**src/wlsd_pkg.sv**
```systemverilog
// ----------------------------------------------------------------------------
// wlsd_pkg
// Types and constants shared by the weighted LRU slot directory modules.
// ----------------------------------------------------------------------------
package wlsd_pkg;

  // Field widths fixed by the item formats.
  localparam int OP_W       = 2;
  localparam int SESSION_W  = 8;
  localparam int HISTORY_W  = 10;
  localparam int KIND_W     = 2;
  localparam int OUT_IDX_W  = 4;
  localparam int OUT_CNT_W  = 5;
  localparam int TICK_W     = 32;
  localparam int HITS_W     = 15;
  localparam int WEIGHT_W   = 10;
  localparam int ACTIVE_W   = 5;
  localparam int PROD_W     = HITS_W + WEIGHT_W;
  localparam int SCORE_W    = TICK_W + 1;
  localparam int CFG_IDX_W  = 2;
  localparam int CFG_DATA_W = 10;

  // Operation codes.
  localparam logic [OP_W-1:0] OP_STORE      = 2'd0;
  localparam logic [OP_W-1:0] OP_RETRIEVE   = 2'd1;
  localparam logic [OP_W-1:0] OP_INVAL_ONE  = 2'd2;
  localparam logic [OP_W-1:0] OP_INVAL_FROM = 2'd3;

  localparam logic [KIND_W-1:0] KIND_NONE = 2'd0;

  // Configuration register indexes.
  localparam logic [CFG_IDX_W-1:0] CFG_ACTIVE_SLOTS = 2'd0;
  localparam logic [CFG_IDX_W-1:0] CFG_HIT_WEIGHT   = 2'd1;

  localparam logic [ACTIVE_W-1:0] ACTIVE_RESET = 5'd16;
  localparam logic [WEIGHT_W-1:0] WEIGHT_RESET = 10'd100;

  localparam logic [HITS_W-1:0] HITS_MAX = 15'h7FFF;
  localparam logic [TICK_W-1:0] TICK_MAX = 32'hFFFF_FFFF;

  typedef struct packed {
    logic [OP_W-1:0]      op;
    logic [SESSION_W-1:0] session;
    logic [HISTORY_W-1:0] history_index;
    logic [KIND_W-1:0]    kind_in;
    logic                 with_payload;
  } in_item_t;

  typedef struct packed {
    logic                 hit;
    logic [OUT_IDX_W-1:0] slot_index;
    logic [KIND_W-1:0]    kind_out;
    logic                 displaced;
    logic [OUT_CNT_W-1:0] cleared_count;
  } out_item_t;

  typedef struct packed {
    logic [SESSION_W-1:0] session;
    logic [HISTORY_W-1:0] history;
    logic [KIND_W-1:0]    kind;
    logic                 payload;
    logic [TICK_W-1:0]    last_use;
    logic [HITS_W-1:0]    hits;
  } slot_rec_t;

  // Controller to datapath.
  typedef struct packed {
    logic start;
    logic step;
    logic finish;
  } ctrl_cmd_t;

  // Datapath to controller.
  typedef struct packed {
    logic skip;
    logic scan_last;
    logic pipe_busy;
    logic out_free;
  } ctrl_sts_t;

endpackage

```
**src/wlsd_ctrl.sv**
```systemverilog
// ----------------------------------------------------------------------------
// wlsd_ctrl
// Sequencer: accepts an item, runs the slot scan, waits for the scan pipeline
// to drain and hands the result to the output register.
// ----------------------------------------------------------------------------
module wlsd_ctrl (
  input  logic                clk,
  input  logic                rst_n,
  input  logic                in_valid,
  output logic                in_stall,
  input  wlsd_pkg::ctrl_sts_t sts,
  output wlsd_pkg::ctrl_cmd_t cmd
);

  localparam logic [1:0] S_IDLE   = 2'd0;
  localparam logic [1:0] S_SCAN   = 2'd1;
  localparam logic [1:0] S_DRAIN  = 2'd2;
  localparam logic [1:0] S_FINISH = 2'd3;

  logic [1:0] state_r;
  logic [1:0] state_nxt;

  always_comb begin
    state_nxt  = state_r;
    cmd.start  = 1'b0;
    cmd.step   = 1'b0;
    cmd.finish = 1'b0;
    unique case (state_r)
      S_IDLE: begin
        if (in_valid) begin
          cmd.start = 1'b1;
          // A store of kind none needs no scan.
          state_nxt = sts.skip ? S_FINISH : S_SCAN;
        end
      end
      S_SCAN: begin
        cmd.step = 1'b1;
        if (sts.scan_last) state_nxt = S_DRAIN;
      end
      S_DRAIN: begin
        if (!sts.pipe_busy) state_nxt = S_FINISH;
      end
      S_FINISH: begin
        if (sts.out_free) begin
          cmd.finish = 1'b1;
          state_nxt  = S_IDLE;
        end
      end
      default: state_nxt = S_IDLE;
    endcase
  end

  always_ff @(posedge clk) begin
    if (!rst_n) begin
      state_r <= S_IDLE;
    end else begin
      state_r <= state_nxt;
    end
  end

  assign in_stall = (state_r != S_IDLE);

endmodule

```
**src/wlsd_datapath.sv**
```systemverilog
// ----------------------------------------------------------------------------
// wlsd_datapath
// Slot memory, valid bits, configuration registers, the three-stage scan
// pipeline (read, score, select) and the output register.
// ----------------------------------------------------------------------------
module wlsd_datapath #(
  parameter int SLOTS = 16
) (
  input  logic                                 clk,
  input  logic                                 rst_n,
  input  wlsd_pkg::in_item_t                   in_data,
  input  logic                                 cfg_valid,
  input  logic [wlsd_pkg::CFG_IDX_W-1:0]       cfg_index,
  input  logic [wlsd_pkg::CFG_DATA_W-1:0]      cfg_data,
  input  logic                                 out_stall,
  output logic                                 out_valid,
  output wlsd_pkg::out_item_t                  out_data,
  input  wlsd_pkg::ctrl_cmd_t                  cmd,
  output wlsd_pkg::ctrl_sts_t                  sts
);

  localparam int IDX_W = (SLOTS > 1) ? $clog2(SLOTS) : 1;
  localparam int CNT_W = $clog2(SLOTS + 1);
  localparam int NW    = (CNT_W > wlsd_pkg::ACTIVE_W) ? CNT_W : wlsd_pkg::ACTIVE_W;

  // Configuration.
  logic [wlsd_pkg::ACTIVE_W-1:0] active_r;
  logic [wlsd_pkg::WEIGHT_W-1:0] weight_r;

  always_ff @(posedge clk) begin
    if (!rst_n) begin
      active_r <= wlsd_pkg::ACTIVE_RESET;
      weight_r <= wlsd_pkg::WEIGHT_RESET;
    end else if (cfg_valid) begin
      if (cfg_index == wlsd_pkg::CFG_ACTIVE_SLOTS) begin
        active_r <= cfg_data[wlsd_pkg::ACTIVE_W-1:0];
      end else if (cfg_index == wlsd_pkg::CFG_HIT_WEIGHT) begin
        weight_r <= cfg_data[wlsd_pkg::WEIGHT_W-1:0];
      end
    end
  end

  // Number of scanned slots: zero acts as one, large values clamp to SLOTS.
  logic [NW-1:0]    act_ext;
  logic [NW-1:0]    scan_n;
  logic [IDX_W-1:0] last_idx;

  always_comb begin
    act_ext = NW'(active_r);
    if (act_ext == '0) begin
      scan_n = NW'(1);
    end else if (act_ext > NW'(SLOTS)) begin
      scan_n = NW'(SLOTS);
    end else begin
      scan_n = act_ext;
    end
    last_idx = IDX_W'(scan_n - NW'(1));
  end

  // Item register and scan counter.
  wlsd_pkg::in_item_t item_r;
  logic [IDX_W-1:0]   cnt_r;

  always_ff @(posedge clk) begin
    if (cmd.start) item_r <= in_data;
  end

  always_ff @(posedge clk) begin
    if (!rst_n) begin
      cnt_r <= '0;
    end else if (cmd.start) begin
      cnt_r <= '0;
    end else if (cmd.step) begin
      cnt_r <= cnt_r + IDX_W'(1);
    end
  end

  // Slot memory and valid bits.
  wlsd_pkg::slot_rec_t mem [0:SLOTS-1];
  wlsd_pkg::slot_rec_t rd_q;
  logic [SLOTS-1:0]    valid_r;

  logic                mem_we;
  logic [IDX_W-1:0]    mem_waddr;
  wlsd_pkg::slot_rec_t mem_wdata;

  always_ff @(posedge clk) begin
    if (mem_we) mem[mem_waddr] <= mem_wdata;
    if (cmd.step) rd_q <= mem[cnt_r];
  end

  // Stage 1: entry read. Stage 2: match flags and score.
  logic             s1_v_r;
  logic [IDX_W-1:0] s1_idx_r;
  logic             s2_v_r;
  logic [IDX_W-1:0] s2_idx_r;
  logic             s2_valid_r;
  logic             s2_match_r;
  logic             s2_from_r;
  logic [wlsd_pkg::SCORE_W-1:0] s2_score_r;
  wlsd_pkg::slot_rec_t          s2_rec_r;

  logic                         s1_valid;
  logic                         s1_ses_eq;
  logic [wlsd_pkg::PROD_W-1:0]  s1_prod;
  logic [wlsd_pkg::SCORE_W-1:0] s1_score;

  always_comb begin
    s1_valid  = valid_r[s1_idx_r];
    s1_ses_eq = (rd_q.session == item_r.session);
    s1_prod   = wlsd_pkg::PROD_W'(rd_q.hits) * wlsd_pkg::PROD_W'(weight_r);
    s1_score  = wlsd_pkg::SCORE_W'(rd_q.last_use) + wlsd_pkg::SCORE_W'(s1_prod);
  end

  always_ff @(posedge clk) begin
    if (!rst_n) begin
      s1_v_r <= 1'b0;
      s2_v_r <= 1'b0;
    end else begin
      s1_v_r <= cmd.step;
      s2_v_r <= s1_v_r;
    end
  end

  always_ff @(posedge clk) begin
    if (cmd.step) s1_idx_r <= cnt_r;
    if (s1_v_r) begin
      s2_idx_r   <= s1_idx_r;
      s2_valid_r <= s1_valid;
      s2_match_r <= s1_valid && s1_ses_eq && (rd_q.history == item_r.history_index);
      s2_from_r  <= s1_valid && s1_ses_eq && (rd_q.history >= item_r.history_index);
      s2_score_r <= s1_score;
      s2_rec_r   <= rd_q;
    end
  end

  // Stage 3: first match, first empty, lowest score, range clears.
  logic                         found_r;
  logic [IDX_W-1:0]             match_idx_r;
  wlsd_pkg::slot_rec_t          match_rec_r;
  logic                         empty_r;
  logic [IDX_W-1:0]             empty_idx_r;
  logic [IDX_W-1:0]             best_idx_r;
  logic [wlsd_pkg::SCORE_W-1:0] min_score_r;
  logic [CNT_W-1:0]             clr_cnt_r;
  logic [IDX_W-1:0]             clr_idx_r;
  logic                         from_clear;

  assign from_clear = s2_v_r && s2_from_r && (item_r.op == wlsd_pkg::OP_INVAL_FROM);

  always_ff @(posedge clk) begin
    if (!rst_n) begin
      found_r   <= 1'b0;
      empty_r   <= 1'b0;
      clr_cnt_r <= '0;
      clr_idx_r <= '0;
    end else if (cmd.start) begin
      found_r   <= 1'b0;
      empty_r   <= 1'b0;
      clr_cnt_r <= '0;
      clr_idx_r <= '0;
    end else if (s2_v_r) begin
      if (s2_match_r && !found_r) found_r <= 1'b1;
      if (!s2_valid_r && !empty_r) empty_r <= 1'b1;
      if (from_clear) begin
        if (clr_cnt_r == '0) clr_idx_r <= s2_idx_r;
        clr_cnt_r <= clr_cnt_r + CNT_W'(1);
      end
    end
  end

  always_ff @(posedge clk) begin
    if (s2_v_r) begin
      if (s2_match_r && !found_r) begin
        match_idx_r <= s2_idx_r;
        match_rec_r <= s2_rec_r;
      end
      if (!s2_valid_r && !empty_r) empty_idx_r <= s2_idx_r;
      // Slot zero seeds the minimum; a tie keeps the lower index.
      if ((s2_idx_r == '0) || (s2_score_r < min_score_r)) begin
        best_idx_r  <= s2_idx_r;
        min_score_r <= s2_score_r;
      end
    end
  end

  // Finish: choose the slot, update state and form the result.
  logic [wlsd_pkg::TICK_W-1:0] tick_r;
  logic [wlsd_pkg::TICK_W-1:0] tick_sat;
  logic                        tick_we;
  logic                        set_valid;
  logic                        clr_valid;
  logic [IDX_W-1:0]            res_idx;
  logic [IDX_W+wlsd_pkg::OUT_IDX_W-1:0] idx_wide;
  logic [CNT_W+wlsd_pkg::OUT_CNT_W-1:0] cnt_wide;
  wlsd_pkg::out_item_t         res;

  assign tick_sat = (tick_r == wlsd_pkg::TICK_MAX) ? tick_r
                                                   : tick_r + wlsd_pkg::TICK_W'(1);

  always_comb begin
    mem_we    = 1'b0;
    mem_waddr = match_idx_r;
    mem_wdata = match_rec_r;
    tick_we   = 1'b0;
    set_valid = 1'b0;
    clr_valid = 1'b0;
    res_idx   = '0;
    cnt_wide  = '0;
    res       = '0;
    unique case (item_r.op)
      wlsd_pkg::OP_STORE: begin
        if (item_r.kind_in != wlsd_pkg::KIND_NONE) begin
          priority if (found_r) begin
            res_idx = match_idx_r;
          end else if (empty_r) begin
            res_idx = empty_idx_r;
          end else begin
            res_idx       = best_idx_r;
            res.displaced = 1'b1;
          end
          mem_we             = cmd.finish;
          mem_waddr          = res_idx;
          mem_wdata.session  = item_r.session;
          mem_wdata.history  = item_r.history_index;
          mem_wdata.kind     = item_r.kind_in;
          mem_wdata.payload  = item_r.with_payload;
          mem_wdata.last_use = tick_sat;
          mem_wdata.hits     = '0;
          tick_we            = cmd.finish;
          set_valid          = cmd.finish;
          res.hit            = 1'b1;
        end
      end
      wlsd_pkg::OP_RETRIEVE: begin
        if (found_r) begin
          res_idx            = match_idx_r;
          mem_we             = cmd.finish;
          mem_wdata.last_use = tick_sat;
          if (match_rec_r.hits != wlsd_pkg::HITS_MAX) begin
            mem_wdata.hits = match_rec_r.hits + wlsd_pkg::HITS_W'(1);
          end
          tick_we      = cmd.finish;
          res.hit      = match_rec_r.payload;
          res.kind_out = match_rec_r.kind;
        end
      end
      wlsd_pkg::OP_INVAL_ONE: begin
        if (found_r) begin
          res_idx   = match_idx_r;
          clr_valid = cmd.finish;
          cnt_wide  = (CNT_W + wlsd_pkg::OUT_CNT_W)'(1);
        end
      end
      wlsd_pkg::OP_INVAL_FROM: begin
        res_idx  = clr_idx_r;
        cnt_wide = (CNT_W + wlsd_pkg::OUT_CNT_W)'(clr_cnt_r);
      end
      default: res_idx = '0;
    endcase
    idx_wide          = (IDX_W + wlsd_pkg::OUT_IDX_W)'(res_idx);
    res.slot_index    = idx_wide[wlsd_pkg::OUT_IDX_W-1:0];
    res.cleared_count = cnt_wide[wlsd_pkg::OUT_CNT_W-1:0];
  end

  always_ff @(posedge clk) begin
    if (!rst_n) begin
      tick_r <= '0;
    end else if (tick_we) begin
      tick_r <= tick_sat;
    end
  end

  always_ff @(posedge clk) begin
    if (!rst_n) begin
      valid_r <= '0;
    end else begin
      if (from_clear) valid_r[s2_idx_r] <= 1'b0;
      if (set_valid) valid_r[res_idx] <= 1'b1;
      if (clr_valid) valid_r[res_idx] <= 1'b0;
    end
  end

  // Output register.
  logic                out_valid_r;
  wlsd_pkg::out_item_t out_data_r;

  always_ff @(posedge clk) begin
    if (!rst_n) begin
      out_valid_r <= 1'b0;
    end else if (cmd.finish) begin
      out_valid_r <= 1'b1;
    end else if (!out_stall) begin
      out_valid_r <= 1'b0;
    end
  end

  always_ff @(posedge clk) begin
    if (cmd.finish) out_data_r <= res;
  end

  assign out_valid = out_valid_r;
  assign out_data  = out_data_r;

  assign sts.skip      = (in_data.op == wlsd_pkg::OP_STORE) &&
                         (in_data.kind_in == wlsd_pkg::KIND_NONE);
  assign sts.scan_last = (cnt_r == last_idx);
  assign sts.pipe_busy = s1_v_r || s2_v_r;
  assign sts.out_free  = !out_valid_r || !out_stall;

endmodule

```
**src/weighted_lru_slot_directory_unit.sv**
```systemverilog
// ----------------------------------------------------------------------------
// weighted_lru_slot_directory_unit
// Tag directory of page slots keyed by session and history index, with
// weighted LRU replacement.
// ----------------------------------------------------------------------------
// Usage:
//   in_valid/in_stall carry one operation item (store, retrieve, invalidate
//   one, invalidate from index). out_valid/out_stall return exactly one
//   result item per input item, in order. cfg_valid/cfg_ready write the
//   active slot count (index 0) and the hit weight (index 1); cfg_ready is
//   always high and writes belong to idle periods.
// Timing:
//   One item at a time. An item runs through the scan of its N slots and
//   the pipeline drain before its result reaches the result register, and
//   the next item is accepted only after that. A store of kind none skips
//   the scan. The pace is set by the slot memory, read one entry per cycle,
//   and the three-stage read/score/select scan pipeline.
// Reset:
//   All slots are empty, the tick is zero, active slots is 16 and the hit
//   weight is 100. The slot memory needs no clearing pass.
// Stall:
//   The result waits in the output register; the next item is accepted and
//   scanned meanwhile and holds in its last step until the register frees.
// ----------------------------------------------------------------------------
module weighted_lru_slot_directory_unit #(
  parameter int SLOTS = 16
) (
  input  logic                            clk,
  input  logic                            rst_n,
  input  logic                            in_valid,
  output logic                            in_stall,
  input  wlsd_pkg::in_item_t              in_data,
  output logic                            out_valid,
  input  logic                            out_stall,
  output wlsd_pkg::out_item_t             out_data,
  input  logic                            cfg_valid,
  output logic                            cfg_ready,
  input  logic [wlsd_pkg::CFG_IDX_W-1:0]  cfg_index,
  input  logic [wlsd_pkg::CFG_DATA_W-1:0] cfg_data
);

  wlsd_pkg::ctrl_cmd_t cmd;
  wlsd_pkg::ctrl_sts_t sts;

  assign cfg_ready = 1'b1;

  wlsd_ctrl u_ctrl (
    .clk      (clk),
    .rst_n    (rst_n),
    .in_valid (in_valid),
    .in_stall (in_stall),
    .sts      (sts),
    .cmd      (cmd)
  );

  wlsd_datapath #(
    .SLOTS (SLOTS)
  ) u_datapath (
    .clk       (clk),
    .rst_n     (rst_n),
    .in_data   (in_data),
    .cfg_valid (cfg_valid),
    .cfg_index (cfg_index),
    .cfg_data  (cfg_data),
    .out_stall (out_stall),
    .out_valid (out_valid),
    .out_data  (out_data),
    .cmd       (cmd),
    .sts       (sts)
  );

endmodule

```
**config.mk**
```make
export PLATFORM = sky130hd
export DESIGN_NAME = weighted_lru_slot_directory_unit
export DESIGN_NICKNAME = d
export VERILOG_FILES = /design/src/wlsd_pkg.sv /design/src/wlsd_ctrl.sv /design/src/wlsd_datapath.sv /design/src/weighted_lru_slot_directory_unit.sv
export SDC_FILE = /design/constraint.sdc
export NUM_CORES = 2
export LEC_CHECK = 0
export BUFFER_PORTS_ARGS = -buffer_cell sky130_fd_sc_hd__buf_2
export CAP_MARGIN = 10
export CORE_ASPECT_RATIO = 0.6
export CORE_UTILIZATION = 57
export CTS_CLUSTER_SIZE = 24
export DETAILED_ROUTE_END_ITERATION = 8
export PLACE_DENSITY = 0.8
export SLEW_MARGIN = 20
export SYNTH_ARGS = -nofsm -noshare
export SYNTH_HDL_FRONTEND = slang
export SYNTH_SLANG_ARGS = --single-unit
```
**constraint.sdc**
```tcl
create_clock -name clk -period 5.7 [get_ports clk]
set_clock_uncertainty 0.05 [all_clocks]
set_input_delay 0.57 -clock clk [delete_from_list [all_inputs] [get_ports clk]]
set_output_delay 0.57 -clock clk [all_outputs]
set_load 0.02 [all_outputs]
```
* After elaboration in Yosys (flattened, before gate mapping) *
Memories as Yosys holds them, arrays and structs flattened. A register that Yosys moved wholly into a read port is not among the register bits.
Cells that the tools add are included.

storage, ports and cells
  bits in registers = 344
  bits in writable memories = 1088
  input bits = 40
  memories = 1

memory list
  memory          words  bits a word  read ports  clocked after Yosys merged registers in  wr ports  RTL line             text
  u_datapath.mem  16     68           1           1                                        1         wlsd_datapath.sv:79  wlsd_pkg::slot_rec_t mem [0:SLOTS-1];

operators by class
  $add $sub $neg = 6
  multiply operators = 1
  order comparisons = 8
  equal/unequal tests = 17
  multiplexer cells = 52
  bitwise gates (word level) = 9
  reduce and logical (&&, ||, !) cells = 40

operator list
  operator               number
  $pmux 47 s2            1
  $mux 16                5
  $mux 68                1
  $mux 47                1
  $add 32x25->33         1
  $lt 33x33->1           1
  $add 32x1->32 const B  1
  $and 16x16->16         2
  $eq 32x32->1 const B   1
  $mux 32                1
  $mux 4                 8
  $not 16->16            2
  $mul 15x10->25         1
  $mux 21                1
  $mux 1                 20
  $or 16x16->16          1
  $add 15x1->15 const B  1
  $lt 4x5->1 const B     3
  $mux 15                1
  $ne 15x15->1 const B   1
  $pmux 4 s3             1
  $reduce_and 2->1       6
  $eq 10x10->1           1
  $ge 10x10->1           1
  other kinds (29)       70

* Longest topological paths before layout *
  depth after elaboration = 13
  depth in mapped cells = 20
  mapped depth without buffers = 19

* Modules after synthesis *
A second synthesis with hierarchy kept.

second synthesis, totals
  cell total of the unflattened synthesis = 3603
  area total of the unflattened synthesis = 64015.1 um^2

modules (own cells, without submodules)
  module                            times used  cells an instance  area each (um^2)
  wlsd_datapath                     1           3578               63799.9
  wlsd_ctrl                         1           23                 203.9
  weighted_lru_slot_directory_unit  1           2                  11.3

* Least setup slack after synthesis *
OpenSTA, ideal clock, no wires.

  path kind = register to register
  from = register u_datapath.item_r[21] (netlist bit)
  to = memory u_datapath.mem[14][0] (netlist bit) (enable)
  arrival time = 4.978 ns
  slack = 0.178 ns
  cell stages (with the launch flop) = 9
  buffers on the path = 1
  period minus slack after synthesis = 5.522 ns
  cell sequence = edfxtp_1 inv_1 ha_1 clkbuf_1 o21ai_1 nor2_1 o21ai_0 or3_1 nor2_1

on the way
  longest elaborated chain between the ends = 4
  elaborated cells on any way between the ends = 6
  classes of those cells = 1 x eq/ne; 4 x mux; 1 x reduce/logical

ends and longest elaborated chain
  what                                                  RTL line              text
  start, declared                                       wlsd_datapath.sv:61   wlsd_pkg::in_item_t item_r;
  start signal, assigned                                wlsd_datapath.sv:65   if (cmd.start) item_r <= in_data;
  $eq 2x1->1 / $logic_not 2->1 (equally long branches)  wlsd_datapath.sv:211  unique case (item_r.op)
  $pmux 1 s2                                            wlsd_datapath.sv:211
  $mux 1                                                wlsd_datapath.sv:88   if (mem_we) mem[mem_waddr] <= mem_wdata;
  $mux 1 (not written as such)                          wlsd_datapath.sv:88
  end, declared                                         wlsd_datapath.sv:79

Several ways; a longest one is shown, not always the timed one.

* Final worst setup path *
  from = register u_datapath.weight_r[4] (netlist bit)
  to = register u_datapath.s2_score_r[31] (netlist bit) (data pin)

on the way
  longest elaborated chain between the ends = 2

ends and longest elaborated chain
  what                              RTL line              text
  start, declared                   wlsd_datapath.sv:28   logic [wlsd_pkg::WEIGHT_W-1:0] weight_r;
  start signal, assigned            wlsd_datapath.sv:33   weight_r <= wlsd_pkg::WEIGHT_RESET;
  start signal, assigned            wlsd_datapath.sv:38   weight_r <= cfg_data[wlsd_pkg::WEIGHT_W-1:0];
  $mul 15x10->25                    wlsd_datapath.sv:111  s1_prod = wlsd_pkg::PROD_W'(rd_q.hits) * wlsd_pkg::PROD_W'(weight_r);
  $add 32x25->33                    wlsd_datapath.sv:112  s1_score = wlsd_pkg::SCORE_W'(rd_q.last_use) + wlsd_pkg::SCORE_W'(s1_prod);
  net u_datapath.s1_score, one bit  wlsd_datapath.sv:106  logic [wlsd_pkg::SCORE_W-1:0] s1_score;
  end signal, assigned              wlsd_datapath.sv:132  s2_score_r <= s1_score;
  end, declared                     wlsd_datapath.sv:100  logic [wlsd_pkg::SCORE_W-1:0] s2_score_r;

The timed path passes the listed nets, and every way through them passes these cells.
A chain may end at the register's enable or synchronous reset.

==> impl_metrics.csv <==
group,metric,value,unit
run_status,status,"finished clean",
worst_setup_path,critPathCaptureType,"flip-flop",
final_layout,antenna_cells,0,
power,ir_drop,760,uV
sta,max_slew.worst_pin.slew,1.15,ns
sta,report.final.hold_viol_count,0,
sta,rsz0062_at_grt,"yes",
routing,first_pass_iters,6,
global_routing,grt.overflow.total,0,
global_routing,grt_use_total,28.2,%
synth,yosysMostFrequentCell,"edfxtp_1",
clock_tree,clk_latency,0.77,ns
sta,period_needed,5.54,ns
global_routing,grt_pass1_wl,230,mm
routing,wl,157,mm
routing,route.detailed.drc,0,
synth,synth_flop_cell,"edfxtp_1",
clock_tree,cts_made_buffers,131,
global_routing,first_global_vias,34600,
sta,max_freq,181,MHz
die,dieHeight,261,um
flow_run,cap_viol_max_count,0,
worst_hold_path,hold_class,"primary input to flip-flop",
clock_tree,clkTransAtPathRegs,0.07,ns
placement,dp_slack,-0.207,ns
power,pwr-share-comb,32.0,%
worst_setup_path,arrival,5.99,ns
sta,finalCritPeriodShare,97.1,%
synth,synth_common_cells,"edfxtp_1 (1417), mux4_2 (345), nand2_1 (268)",
final_layout,instances_no_fill,5411,
synth,synth_enable_flop_cells,1417,
clock_tree,tritoncts,"done",
synth,synthTopCellsByArea,"edfxtp_1 (67%), mux4_2 (12%), fa_1 (4.0%)",
global_routing,antenna_found_initial,1,
die,core,110000,sq um
placement,io_buffers,54,
final_layout,utilization,65.0,%
synth,ys_seq_elements,1500,
sta,slew-limit-headroom,23.6,%
die,start_util,57.8,%
final_layout,drive_above_1_share,21.0,%
routing,ant_nets,0,
global_routing,grt_max_degree,71,
power,p_int,0.0228,W
worst_setup_path,path_max_fanout,9,
power,p_clk_share,26.3,%
synth,synthArstFlopShare,0,%
die,die_w,434,um
synth,synthDistinctLibCells,75,
synth,synth-warning-count,0,
routing,dr_total_vias,34700,
placement,dp_cells,5139,
worst_hold_path,min-delay-start,"cfg_data[6]",
worst_setup_path,r2r_end,"u_datapath.s2_score_r[31]",
synth,synth_top_cell_area_share,66.7,%
worst_setup_path,r2r_start,"u_datapath.weight_r[4]",
worst_hold_path,hold_depth,3,
clock_tree,clock-root-buffer,"clkbuf_16",
routing,vias_per_cell,6.41,
placement,place.gp.congestion,0.934,
final_layout,area_delta_synth_final,12.4,%
die,dieArea,113000,sq um
sta,hold-worst-slack,0.0482,ns
worst_setup_path,rrSetupSlack,0.16,ns
sta,report.final.setup_viol,0,
sta,setup_ws,0.163,ns
worst_setup_path,path_class,"flip-flop to flip-flop",
routing,drtIter0Drc,5285,
power,powerDensity,466,nW/um^2
synth,syn_inst,3581,
placement,dp_hpwl,90.2,mm
power,p_leak,24.2,nW
synth,synth_area_leader_cell,"edfxtp_1",
final_layout,layout.nets,4110,
power,p_sw_share,31.7,%
synth,syn_avg_cell_area,17.8,sq um
power,p_seq_share,41.7,%
routing,wl_per_cell,29.1,um
clock_tree,clockBufferDepth,3,
worst_setup_path,ff2ff_path_depth,19,
die,rows,94,
clock_tree,htree_levels,4,
synth,ys_seq_area_share,69.4,%
synth,synth_nets,3870,
die,ioPinCount,56,
sta,slew_violations,0,
worst_hold_path,hold-path-endpoint,"u_datapath.weight_r[6]",
worst_setup_path,cp-start-kind,"flip-flop",
worst_setup_path,cp.required,6.15,ns
power,p_sw,0.0106,W
synth,synth_area,63700,sq um
clock_tree,clock_sinks,1500,
-- final cells by class --
type | count | area, sq um
Clock buffer | 167 | 3460
Clock inverter | 68 | 642
Fill cell | 7164 | 38600
Inverter | 237 | 890
Multi-Input combinational cell | 1693 | 18400
Sequential cell | 1500 | 44200
Tap cell | 1488 | 1860
Timing Repair Buffer | 258 | 2190
-- worst max-delay path: stages, from the launching register on --
cell      delay [ns]
dfxtp_1         0.37
buf_4           0.16
buf_4           0.18
and2_1          0.17
fa_1            0.52
fa_1            0.60
fa_1            0.44
fa_1            0.49
inv_1           0.05
fa_1            0.47
inv_1           0.04
ha_1            0.28
buf_4           0.15
nand4_1         0.14
nor2_1          0.24
nand2_1         0.10
o211ai_1        0.26
a41oi_2         0.22
nor3b_2         0.22
xor2_1          0.09
-- worst max path at each step --
stage / endpoint / depth (start not counted) / from
6_report: u_datapath.s2_score_r[31] / 19 / u_datapath.weight_r[4]
5_1_grt: u_datapath.s2_score_r[31] / 17 / u_datapath.rd_q[5]
4_1_cts: u_datapath.s2_score_r[31] / 17 / u_datapath.rd_q[5]
3_5_place_dp: u_datapath.s2_score_r[31] / 17 / u_datapath.rd_q[6]
3_3_place_gp: u_datapath.s2_score_r[31] / 17 / u_datapath.rd_q[6]
2_1_floorplan: u_datapath.mem[14][0] / 8 / u_datapath.item_r[21]
-- through the flow --
stage	TNS [ns]	total power, W	cell area [sq um]
CTS	0	0.0328	71400
floorplan	0	0.0206	63700
detailed placement	-0.422	0.0240	67000
global placement	-0.274	0.0238	67000
finish	0	0.0334	71600
global route	-0.0670	0.0349	71600
-- cells by family (layout without fill, tap and decap cells) --
group	count (synthesis)	after routing	share of synthesized area, %
AO/OA/AOI/OAI	310	310	2.89
XOR/XNOR	102	102	1.40
adder cells (fa/ha/maj)	249	249	6.38
buffers and inverters	388	730	2.33
flip-flops	1500	1500	69.4
multiplexers	366	366	12.5
other	1	1	0.00588
AND/OR/NAND/NOR	665	665	5.12
-- cell usage in the layout, fill, tap and decap left out, drive strengths merged, types with 21 or more instances in the layout --
cell / n
a21oi: 91
and2: 108
buf: 229
clkbuf: 168
clkinv: 43
dfxtp: 83
dlygate4sd3: 28
edfxtp: 1417
fa: 127
ha: 122
inv: 249
mux2i: 21
mux4: 345
nand2: 268
nand3: 47
nand4: 28
nor2: 90
nor3: 33
o21ai: 120
xnor2: 43
xor2: 59
-- power by group through the flow --
stage          clock network (W)  registers [W]  logic, W
2_1_floorplan                  0         0.0139   0.00677
3_3_place_gp                   0         0.0141   0.00962
3_5_place_dp                   0         0.0142   0.00986
4_1_cts                  0.00887         0.0139    0.0100
5_1_grt                  0.00926         0.0140    0.0117
6_report                 0.00879         0.0139    0.0107
-- layer usage --
metal	up-vias	wire, um	track usage (%)
met2	2433	72500	43.3
met3	303	18200	6.40
met1	17700	62300	40.9
met5	-	17	0
met4	2	4400	8.77
li1	14200	-	-
-- timing repair --
item | 4_1_cts | 5_1_grt
hold buffers | 28 | 0
pin swaps | 0 | 6
setup endpoints to repair | 3 | 11
endpoints found under the hold margin | 29 | 0
setup buffers | 5 | 3
resized for setup | 5 | 27
-- registers in the layout, indices dropped and copies added, names as in the netlist, 5 cells and up --
signal	flops
u_datapath.min_score_r	33
u_datapath.out_data	13
u_datapath.act_ext	5
u_datapath.tick_r	32
u_datapath.weight_r	10
u_datapath.mem	1088
u_datapath.clr_cnt_r	5
u_datapath.valid_r	16
u_datapath.s2_score_r	33
u_datapath.item_r	23
u_datapath.match_rec_r	68
u_datapath.s2_rec_r	68
u_datapath.rd_q	68
Note: power is estimated with default switching activity, not from simulation.
